<file path="src/hw/rtl/handle_table_allocator_defines.svh">
`ifndef HANDLE_TABLE_ALLOCATOR_DEFINES_SVH
`define HANDLE_TABLE_ALLOCATOR_DEFINES_SVH

// check cons in the same cycle as ante
`define HTA_ASSERT_NOW(label, clk, rst, ante, cons, msg) \
   label: assert property (@(posedge clk) disable iff (rst) (ante) |-> (cons)) else $error(msg);

// check cons in the cycle after ante
`define HTA_ASSERT_NEXT(label, clk, rst, ante, cons, msg) \
   label: assert property (@(posedge clk) disable iff (rst) (ante) |=> (cons)) else $error(msg);

`endif

</file>
<file path="src/hw/rtl/hta_pkg.sv">
package hta_pkg;

   localparam int CMD_W         = 2;
   localparam int STATUS_W      = 2;
   localparam int HANDLE_W      = 16;
   localparam int LOCAL_W       = 8;
   localparam int SLOT_W        = 7;
   localparam int RESET_ENTRIES = 3;
   localparam int CLOSE_MIN     = 2;
   localparam int LOOKUP_MIN    = 3;

   typedef enum logic [CMD_W-1:0] {
      CMD_OPEN   = 2'd0,
      CMD_CLOSE  = 2'd1,
      CMD_LOOKUP = 2'd2,
      CMD_TEST   = 2'd3
   } cmd_type;

   typedef enum logic [STATUS_W-1:0] {
      ST_OK      = 2'd0,
      ST_FULL    = 2'd1,
      ST_INVALID = 2'd2
   } status_type;

   typedef enum logic [2:0] {
      S_IDLE = 3'b001,
      S_READ = 3'b010,
      S_SCAN = 3'b100
   } state_type;

endpackage

</file>
<file path="src/hw/rtl/hta_host_map.sv">
module hta_host_map #(
   parameter int DEPTH = 32,
   parameter int AW    = 5
) (
   input  logic                         clock,
   input  logic                         reset,
   input  logic                         wr_en,
   input  logic [AW-1:0]                wr_addr,
   input  logic [hta_pkg::HANDLE_W-1:0] wr_data,
   input  logic                         rd_en,
   input  logic [AW-1:0]                rd_addr,
   output logic [hta_pkg::HANDLE_W-1:0] rd_data
);

   logic [hta_pkg::HANDLE_W-1:0] mem [DEPTH];
   logic [hta_pkg::HANDLE_W-1:0] rd_q_ff;
   logic [AW-1:0]                rd_idx_ff;
   logic                         rd_ovr_ff;
   logic                         rd_ovr_in;
   logic [hta_pkg::RESET_ENTRIES-1:0] init_ff;
   logic [hta_pkg::RESET_ENTRIES-1:0] init_in;

   always_comb begin
      rd_ovr_in = 1'b0;
      init_in   = init_ff;
      for (int i = 0; i < hta_pkg::RESET_ENTRIES; i++) begin
         if (rd_addr == AW'(i) && init_ff[i]) begin
            rd_ovr_in = 1'b1;
         end
         if (wr_en && wr_addr == AW'(i)) begin
            init_in[i] = 1'b0;
         end
      end
   end

   always_ff @(posedge clock) begin
      if (wr_en) begin
         mem[wr_addr] <= wr_data;
      end
      if (rd_en) begin
         rd_q_ff   <= mem[rd_addr];
         rd_idx_ff <= rd_addr;
      end
   end

   always_ff @(posedge clock) begin
      if (reset) begin
         init_ff   <= '1;
         rd_ovr_ff <= 1'b0;
      end else begin
         init_ff <= init_in;
         if (rd_en) begin
            rd_ovr_ff <= rd_ovr_in;
         end
      end
   end

   assign rd_data = rd_ovr_ff ? hta_pkg::HANDLE_W'(rd_idx_ff) : rd_q_ff;

endmodule

</file>
<file path="src/hw/rtl/handle_table_allocator.sv">
// Handle table: maps local handles (entry indices) to 16-bit host handles.
// Raise start with a command while busy is low; the item is taken at that edge
// and its single result shows on the rsp_ ports for exactly one cycle, marked
// by rsp_strobe. The receiver cannot stall, so every result must be captured
// in its strobe cycle. Test-open and any rejected close or lookup answer in the
// cycle after acceptance; an accepted close or lookup passes through S_READ and
// then the result register. Open scans the host-handle memory one entry per
// cycle through its single read port; it answers once the lowest occupied entry
// holding the handle is found, and after the last entry is checked otherwise.
// busy is low in the cycle the result shows, so a new item may be taken there.
// Entries 0 to 2 hold host handles 0 to 2 after reset and are usable at once; no
// clearing pass is needed.
`include "handle_table_allocator_defines.svh"

module handle_table_allocator #(
   parameter int TABLE_DEPTH = 32
) (
   input  logic                            clock,
   input  logic                            reset,
   input  logic                            start,
   output logic                            busy,
   input  logic [hta_pkg::CMD_W-1:0]       req_cmd,
   input  logic [hta_pkg::HANDLE_W-1:0]    req_host_handle,
   input  logic [hta_pkg::LOCAL_W-1:0]     req_local_handle,
   output logic                            rsp_strobe,
   output logic [hta_pkg::STATUS_W-1:0]    rsp_status,
   output logic [hta_pkg::SLOT_W-1:0]      rsp_slot,
   output logic [hta_pkg::HANDLE_W-1:0]    rsp_found_handle,
   output logic                            rsp_opened
);

   localparam int AW = $clog2(TABLE_DEPTH);
   localparam int CW = $clog2(TABLE_DEPTH + 1);

   hta_pkg::state_type           state_ff, state_in;
   logic [TABLE_DEPTH-1:0]       occ_ff, occ_in;
   logic [hta_pkg::HANDLE_W-1:0] host_ff, host_in;
   logic [AW-1:0]                idx_ff, idx_in;
   logic                         close_ff, close_in;
   logic [CW-1:0]                issue_ff, issue_in;
   logic [AW-1:0]                chk_ff, chk_in;
   logic                         chk_vld_ff, chk_vld_in;
   logic [AW-1:0]                free_ff, free_in;
   logic                         free_vld_ff, free_vld_in;

   logic                         rsp_strobe_ff, rsp_strobe_in;
   hta_pkg::status_type          rsp_status_ff, rsp_status_in;
   logic [hta_pkg::SLOT_W-1:0]   rsp_slot_ff, rsp_slot_in;
   logic [hta_pkg::HANDLE_W-1:0] rsp_found_ff, rsp_found_in;
   logic                         rsp_opened_ff, rsp_opened_in;

   logic                         mem_wr_en;
   logic [AW-1:0]                mem_wr_addr;
   logic                         mem_rd_en;
   logic [AW-1:0]                mem_rd_addr;
   logic [hta_pkg::HANDLE_W-1:0] mem_rd_data;

   logic                         in_table;
   logic [AW-1:0]                req_idx;
   logic                         chk_match;
   logic                         chk_free;
   logic                         scan_free_vld;
   logic [AW-1:0]                scan_free_slot;

   hta_host_map #(
      .DEPTH (TABLE_DEPTH),
      .AW    (AW)
   ) u_host_map (
      .clock   (clock),
      .reset   (reset),
      .wr_en   (mem_wr_en),
      .wr_addr (mem_wr_addr),
      .wr_data (host_ff),
      .rd_en   (mem_rd_en),
      .rd_addr (mem_rd_addr),
      .rd_data (mem_rd_data)
   );

   assign in_table       = req_local_handle < hta_pkg::LOCAL_W'(TABLE_DEPTH);
   assign req_idx        = req_local_handle[AW-1:0];
   assign chk_match      = occ_ff[chk_ff] && (mem_rd_data == host_ff);
   assign chk_free       = !occ_ff[chk_ff];
   assign scan_free_vld  = free_vld_ff || chk_free;
   assign scan_free_slot = free_vld_ff ? free_ff : chk_ff;

   always_comb begin
      state_in      = state_ff;
      occ_in        = occ_ff;
      host_in       = host_ff;
      idx_in        = idx_ff;
      close_in      = close_ff;
      issue_in      = issue_ff;
      chk_in        = chk_ff;
      chk_vld_in    = chk_vld_ff;
      free_in       = free_ff;
      free_vld_in   = free_vld_ff;
      rsp_strobe_in = 1'b0;
      rsp_status_in = rsp_status_ff;
      rsp_slot_in   = rsp_slot_ff;
      rsp_found_in  = rsp_found_ff;
      rsp_opened_in = rsp_opened_ff;
      mem_wr_en     = 1'b0;
      mem_wr_addr   = free_ff;
      mem_rd_en     = 1'b0;
      mem_rd_addr   = req_idx;

      case (state_ff)
         hta_pkg::S_IDLE: begin
            if (start) begin
               rsp_slot_in   = '0;
               rsp_found_in  = '0;
               rsp_opened_in = 1'b0;
               case (req_cmd)
                  hta_pkg::CMD_OPEN: begin
                     host_in     = req_host_handle;
                     issue_in    = '0;
                     chk_vld_in  = 1'b0;
                     free_vld_in = 1'b0;
                     state_in    = hta_pkg::S_SCAN;
                  end
                  hta_pkg::CMD_CLOSE, hta_pkg::CMD_LOOKUP: begin
                     if (in_table && occ_ff[req_idx] &&
                         ((req_cmd == hta_pkg::CMD_CLOSE &&
                           req_local_handle >= hta_pkg::LOCAL_W'(hta_pkg::CLOSE_MIN)) ||
                          (req_cmd == hta_pkg::CMD_LOOKUP &&
                           req_local_handle >= hta_pkg::LOCAL_W'(hta_pkg::LOOKUP_MIN)))) begin
                        mem_rd_en = 1'b1;
                        idx_in    = req_idx;
                        close_in  = (req_cmd == hta_pkg::CMD_CLOSE);
                        state_in  = hta_pkg::S_READ;
                     end else begin
                        rsp_strobe_in = 1'b1;
                        rsp_status_in = hta_pkg::ST_INVALID;
                     end
                  end
                  default: begin
                     rsp_strobe_in = 1'b1;
                     rsp_status_in = in_table ? hta_pkg::ST_OK : hta_pkg::ST_INVALID;
                     rsp_opened_in = in_table && occ_ff[req_idx];
                  end
               endcase
            end
         end
         hta_pkg::S_READ: begin
            rsp_strobe_in = 1'b1;
            rsp_status_in = hta_pkg::ST_OK;
            rsp_found_in  = mem_rd_data;
            if (close_ff) begin
               occ_in[idx_ff] = 1'b0;
            end
            state_in = hta_pkg::S_IDLE;
         end
         hta_pkg::S_SCAN: begin
            // advance the read pointer one entry per cycle
            if (issue_ff < CW'(TABLE_DEPTH)) begin
               mem_rd_en   = 1'b1;
               mem_rd_addr = issue_ff[AW-1:0];
               issue_in    = issue_ff + CW'(1);
               chk_in      = issue_ff[AW-1:0];
               chk_vld_in  = 1'b1;
            end else begin
               chk_vld_in = 1'b0;
            end
            if (chk_vld_ff) begin
               if (chk_match) begin
                  rsp_strobe_in = 1'b1;
                  rsp_status_in = hta_pkg::ST_OK;
                  rsp_slot_in   = hta_pkg::SLOT_W'(chk_ff);
                  state_in      = hta_pkg::S_IDLE;
               end else begin
                  if (chk_free && !free_vld_ff) begin
                     free_in     = chk_ff;
                     free_vld_in = 1'b1;
                  end
                  if (chk_ff == AW'(TABLE_DEPTH - 1)) begin
                     rsp_strobe_in = 1'b1;
                     state_in      = hta_pkg::S_IDLE;
                     if (scan_free_vld) begin
                        mem_wr_en              = 1'b1;
                        mem_wr_addr            = scan_free_slot;
                        occ_in[scan_free_slot] = 1'b1;
                        rsp_status_in          = hta_pkg::ST_OK;
                        rsp_slot_in            = hta_pkg::SLOT_W'(scan_free_slot);
                     end else begin
                        rsp_status_in = hta_pkg::ST_FULL;
                        rsp_slot_in   = '0;
                     end
                  end
               end
            end
         end
         default: begin
            state_in = hta_pkg::S_IDLE;
         end
      endcase
   end

   always_ff @(posedge clock) begin
      if (reset) begin
         state_ff      <= hta_pkg::S_IDLE;
         occ_ff        <= TABLE_DEPTH'((1 << hta_pkg::RESET_ENTRIES) - 1);
         chk_vld_ff    <= 1'b0;
         free_vld_ff   <= 1'b0;
         rsp_strobe_ff <= 1'b0;
      end else begin
         state_ff      <= state_in;
         occ_ff        <= occ_in;
         chk_vld_ff    <= chk_vld_in;
         free_vld_ff   <= free_vld_in;
         rsp_strobe_ff <= rsp_strobe_in;
      end
   end

   always_ff @(posedge clock) begin
      host_ff       <= host_in;
      idx_ff        <= idx_in;
      close_ff      <= close_in;
      issue_ff      <= issue_in;
      chk_ff        <= chk_in;
      free_ff       <= free_in;
      rsp_status_ff <= rsp_status_in;
      rsp_slot_ff   <= rsp_slot_in;
      rsp_found_ff  <= rsp_found_in;
      rsp_opened_ff <= rsp_opened_in;
   end

   assign busy             = (state_ff != hta_pkg::S_IDLE);
   assign rsp_strobe       = rsp_strobe_ff;
   assign rsp_status       = rsp_status_ff;
   assign rsp_slot         = rsp_slot_ff;
   assign rsp_found_handle = rsp_found_ff;
   assign rsp_opened       = rsp_opened_ff;

   `HTA_ASSERT_NOW(a_rsp_not_busy, clock, reset, rsp_strobe, !busy, "result shown while busy")
   `HTA_ASSERT_NOW(a_std_entries_held, clock, reset, 1'b1, occ_ff[0] && occ_ff[1],
                   "entry 0 or 1 freed")
   `HTA_ASSERT_NEXT(a_test_one_cycle, clock, reset,
                    start && !busy && req_cmd == hta_pkg::CMD_TEST, rsp_strobe,
                    "test-open result late")
   `HTA_ASSERT_NOW(a_full_means_full, clock, reset,
                   rsp_strobe && rsp_status == hta_pkg::ST_FULL, &occ_ff,
                   "full reported with a free entry")

endmodule
</file>
<file path="config.mk">
export PLATFORM = sky130hd
export DESIGN_NAME = handle_table_allocator
export DESIGN_NICKNAME = d
export VERILOG_FILES = /design/src/hw/rtl/hta_pkg.sv /design/src/hw/rtl/hta_host_map.sv /design/src/hw/rtl/handle_table_allocator.sv
export VERILOG_INCLUDE_DIRS = /design/src /design/src/hw/rtl
export SDC_FILE = /design/constraint.sdc
export NUM_CORES = 1
export LEC_CHECK = 0
export ABC_AREA = 1
export BUFFER_PORTS_ARGS = -buffer_cell sky130_fd_sc_hd__buf_2
export CAP_MARGIN = 25
export CORE_MARGIN = 5
export CORE_UTILIZATION = 60
export DETAILED_ROUTE_END_ITERATION = 8
export PLACE_DENSITY = 0.74
export SLEW_MARGIN = 0
export SYNTH_ARGS = -nofsm -noshare
export SYNTH_HDL_FRONTEND = slang
export SYNTH_SLANG_ARGS = --single-unit
</file>
<file path="constraint.sdc">
create_clock -name clock -period 6.7 [get_ports clock]
set_input_delay 1.005 -clock clock [delete_from_list [all_inputs] [get_ports clock]]
set_output_delay 1.005 -clock clock [all_outputs]
set_load 0.05 [all_outputs]
</file>
==> metrics.md <==
| Metric | Value |
|---|---|
| Status | `finished, final reports clean` |
| Share of layout cells above drive strength 1 | `0.111` |
| Final worst path period need | `4.46 ns` |
| Pint | `6.46 mW` |
| Final hold viol count | `0` |
| Core footprint | `approximately 44000 um^2` |
| Sequential element share of the synthesized area | `0.698` |
| RSZ-0062 raised after global routing | `no` |
| # IOs | `between 50 and 60` |
| Row cnt | `77` |
| Pwr/cell area | `approximately 280 nW/um^2` |
| Worst Path Arrival | `approximately 4.8 ns` |
| Maxcap violations | `0` |
| Post-Syn Instances | `2279` |
| IR drop worst, VDD | `~220 uV` |
| FMAX | `between 200 and 250 MHz` |
| Crit end category | `flip-flop` |
| Post-synth ARST share | `0` |
| Worst slew pin tran | `approximately 1.1 ns` |
| Final setup viols | `0` |
| Logic pwr share | `0.071` |
| Critical Path RT | `7.03 ns` |
| Die Area | `between 40000 and 50000 um^2` |
| Sw Ratio | `0.230` |
| First-pass GRT wire length | `around 110000 um` |
| PortBufs | `54` |
| DRC Markers | `0` |
| Final worst-path cycle share | `0.665` |
| Setup Buffers After CTS | `0` |
| # diodes | `0` |
| Delay-heaviest family, CP | `simple AND/OR/NAND/NOR gates` |
| Hold-fix buffers, CTS | `0` |
| Clk_skew | `around 0.022 ns` |
| Die Span X | `around 220 um` |
| YS warnings | `0` |
| Global Route Usage Sum | `0.299` |
| Die height | `roughly 220 um` |
| Post-synth EDFFs | `a little under 600` |
| CTS tree | `built` |
| DP Cell Count | `between 2000 and 3000` |
| Antenna viol nets, final | `0` |
| Sequential power share | `0.522` |
| H-Tree Depth | `2` |
| GPL Wtd Cong | `0.941` |
| Final-layout fill cell count | `between 3000 and 4000` |
| Yosys cell types | `around 50` |
| Initial antenna violation count | `0` |
| Max_slew headroom | `0.260` |
| Synth Area per Inst | `between 10 and 15 um^2` |
| Num CTS Buffers | `a little over 60` |
| LEAKAGE | `between 9 and 10 nW` |
| Synthesized flop and latch total | `roughly 640` |
| Worst Hold Class | `flip-flop to flip-flop` |
| Slew Limit Fails | `0` |
| DRT Pass-1 Iters | `6` |
| Crit path cell chain | `inv_2 -> nand2_1 -> nand2_1 -> nand2_1 -> nand2_1 -> nor2_1 -> nand3_1 -> nor2_4 -> nand3_4 -> nand4_1 -> nand2_2 -> nor2_1 -> nand2_1 -> nor2_1 -> buf_4` |
| Buf/Inv on CP | `2` |
| # resized after CTS | `0` |
| Largest net degree at the start of global routing | `210` |
| Setup TNS | `0 ns` |
| Critical Path Slowest Stage Cell | `nor2_1` |
| Sink Count | `637` |
| Root Driver | `clkbuf_16` |
| Post-DP HPWL | `44300 um` |
| Vias in the first global route | `about 19000` |
| Crit path max fanout | `21` |
| Clock Tree Buf Depth | `3` |
| Vias post-DR | `19207` |
| Clock power share | `0.407` |
| Non-Filler Instances | `2965` |
| Cell area after synthesis | `around 27000 um^2` |
| Worst-Skew Late Latency | `around 0.64 ns` |
| Crit Path Category | `flip-flop to flip-flop` |
| Starting Density | `0.606` |
| Detail-routed via count per cell | `6.48` |
| Grt ovf | `0` |
| Worst stage delay on the critical path | `just under 0.9 ns` |
| Final #Nets | `around 2400` |
| CP startpoint kind | `flip-flop` |
| Main synth FF type | `edfxtp_1` |
| Starting DRT DRC Count | `about 2800` |
| Worst path most repeated cell | `nand2_1` |
| Layout area overhead | `11.0%` |
| Avg WL per Cell | `between 20 and 30 um` |
| Final WL | `around 75000 um` |
| Switching pwr | `1.94 mW` |
| Worst-path clk slew | `approximately 0.060 ns` |
==> layout make-up <==
cell class	instances	area, um^2	share of cell area
sequential	637	18700	0.629
multi-input combinational	1388	7020	0.236
clock buffer	71	1590	0.0533
timing repair buffer	124	866	0.0291
tap	592	741	0.0249
inverter	112	429	0.0144
clock inverter	41	407	0.0137
==> synth_stat cells, drive strengths merged (2+ instances only) <==
cell       n  area (um^2)
nand4     11         68.8
clkbuf    61          230
nor3      22          120
edfxtp   595        17900
buf       82          455
nor4       2         18.8
ha         5         62.6
nand3    368         1890
dfxtp     42          841
o211ai    80          601
o21bai     2         15.0
and2       2         12.5
a21oi     66          330
nand2    248          961
o2111ai   48          420
or2        6         37.5
nor2     262         1010
o32ai      4         35.0
inv      111          419
o21ai    210         1070
nand3b     4         30.0
a31oi     37          231
xor2       3         26.3
==> sequential cells by signal, summed over array words and instances (netlist names), 2 cells and up <==
register              count
u_host_map.init_ff        3
rsp_found_handle         16
host_ff                  16
occ_ff                   32
issue_ff                  6
free_ff                   5
u_host_map.mem          512
rsp_slot                  5
rsp_status                2
state_ff                  3
chk_ff                    5
idx_ff                    5
u_host_map.rd_q_ff       16
u_host_map.rd_idx_ff      5
==> layer usage <==
metal	track usage	part of all wire	routed length (um)	vias to the layer above
li1	-	-	-	8472
met5	0	0	0	-
met4	0.117	0.042	3130	0
met2	0.460	0.46	34100	1179
met3	0.0712	0.12	9080	189
met1	0.419	0.38	28500	9367
==> through the flow <==
stage	util	power (mW)	cell area [um^2]	hold slack, ns	setup slack (ns)
detailed placement	0.628	5.05	27800	0.461	2.54
global placement	0.626	5.04	27700	0.439	2.33
finish	0.673	8.40	29800	0.475	2.24
CTS	0.673	8.42	29800	0.475	2.46
floorplan	-	4.86	26800	0.419	3.65
global route	0.673	8.65	29800	0.501	2.14
==> final timing paths <==
path	startpoint	endpoint	slack (ns)	cells past startpoint
setup / recovery	u_host_map.rd_ovr_ff	u_host_map.mem[1][7]	2.24	15
hold / removal	u_host_map.init_ff[2]	u_host_map.init_ff[2]	0.47	2
setup reg to reg	u_host_map.rd_ovr_ff	u_host_map.mem[1][7]	2.24	15
hold reg to reg	u_host_map.init_ff[2]	u_host_map.init_ff[2]	0.47	2
==> worst register-to-register path: stages, from the launching register on <==
cell and delay (ns):
dfxtp_1 0.75, inv_2 0.36, nand2_1 0.21, nand2_1 0.06
nand2_1 0.07, nand2_1 0.07, nor2_1 0.18, nand3_1 0.35
nor2_4 0.25, nand3_4 0.14, nand4_1 0.12, nand2_2 0.10
nor2_1 0.14, nand2_1 0.15, nor2_1 0.87, buf_4 0.35
==> cells in the final DEF (no fill, tap or decap), types with 5 or more instances in the layout <==
cell and count:
edfxtp_1 595, nand3_1 362, nor2_1 254, nand2_1 238, o21ai_0 200, inv_1 97
o211ai_1 80, a21oi_1 66, buf_4 65, clkbuf_16 62, buf_2 54, o2111ai_1 48
dfxtp_1 42, a31oi_1 37, nor3_1 20, clkinv_2 15, clkinv_1 14, inv_2 11
nand4_1 11, clkbuf_1 9, nand2_2 8, bufinv_16 7, o21ai_1 6, nor2_2 5
or2_2 5, ha_1 5
==> cells by family (layout without fill, tap and decap cells) <==
logic type                 after synthesis  count (layout)  synth area share
and+or+nand+nor                        926             926             0.155
DFF                                    637             637             0.698
other                                    1               2          0.000140
adders and majority gates                5               5           0.00233
AOI/OAI and AO/OA                      452             452             0.102
buffers and inverters                  255             348            0.0414
xor gates and xnor gates                 3               3          0.000980
==> power by group through the flow <==
stage | sequential, mW | combinational (mW) | clock (mW)
2_1_floorplan | 4.54 | 0.313 | 0
3_3_place_gp | 4.47 | 0.569 | 0
3_5_place_dp | 4.47 | 0.583 | 0
4_1_cts | 4.39 | 0.586 | 3.45
5_1_grt | 4.39 | 0.637 | 3.63
6_report | 4.39 | 0.594 | 3.42
Power figures use the tool's default switching activity.
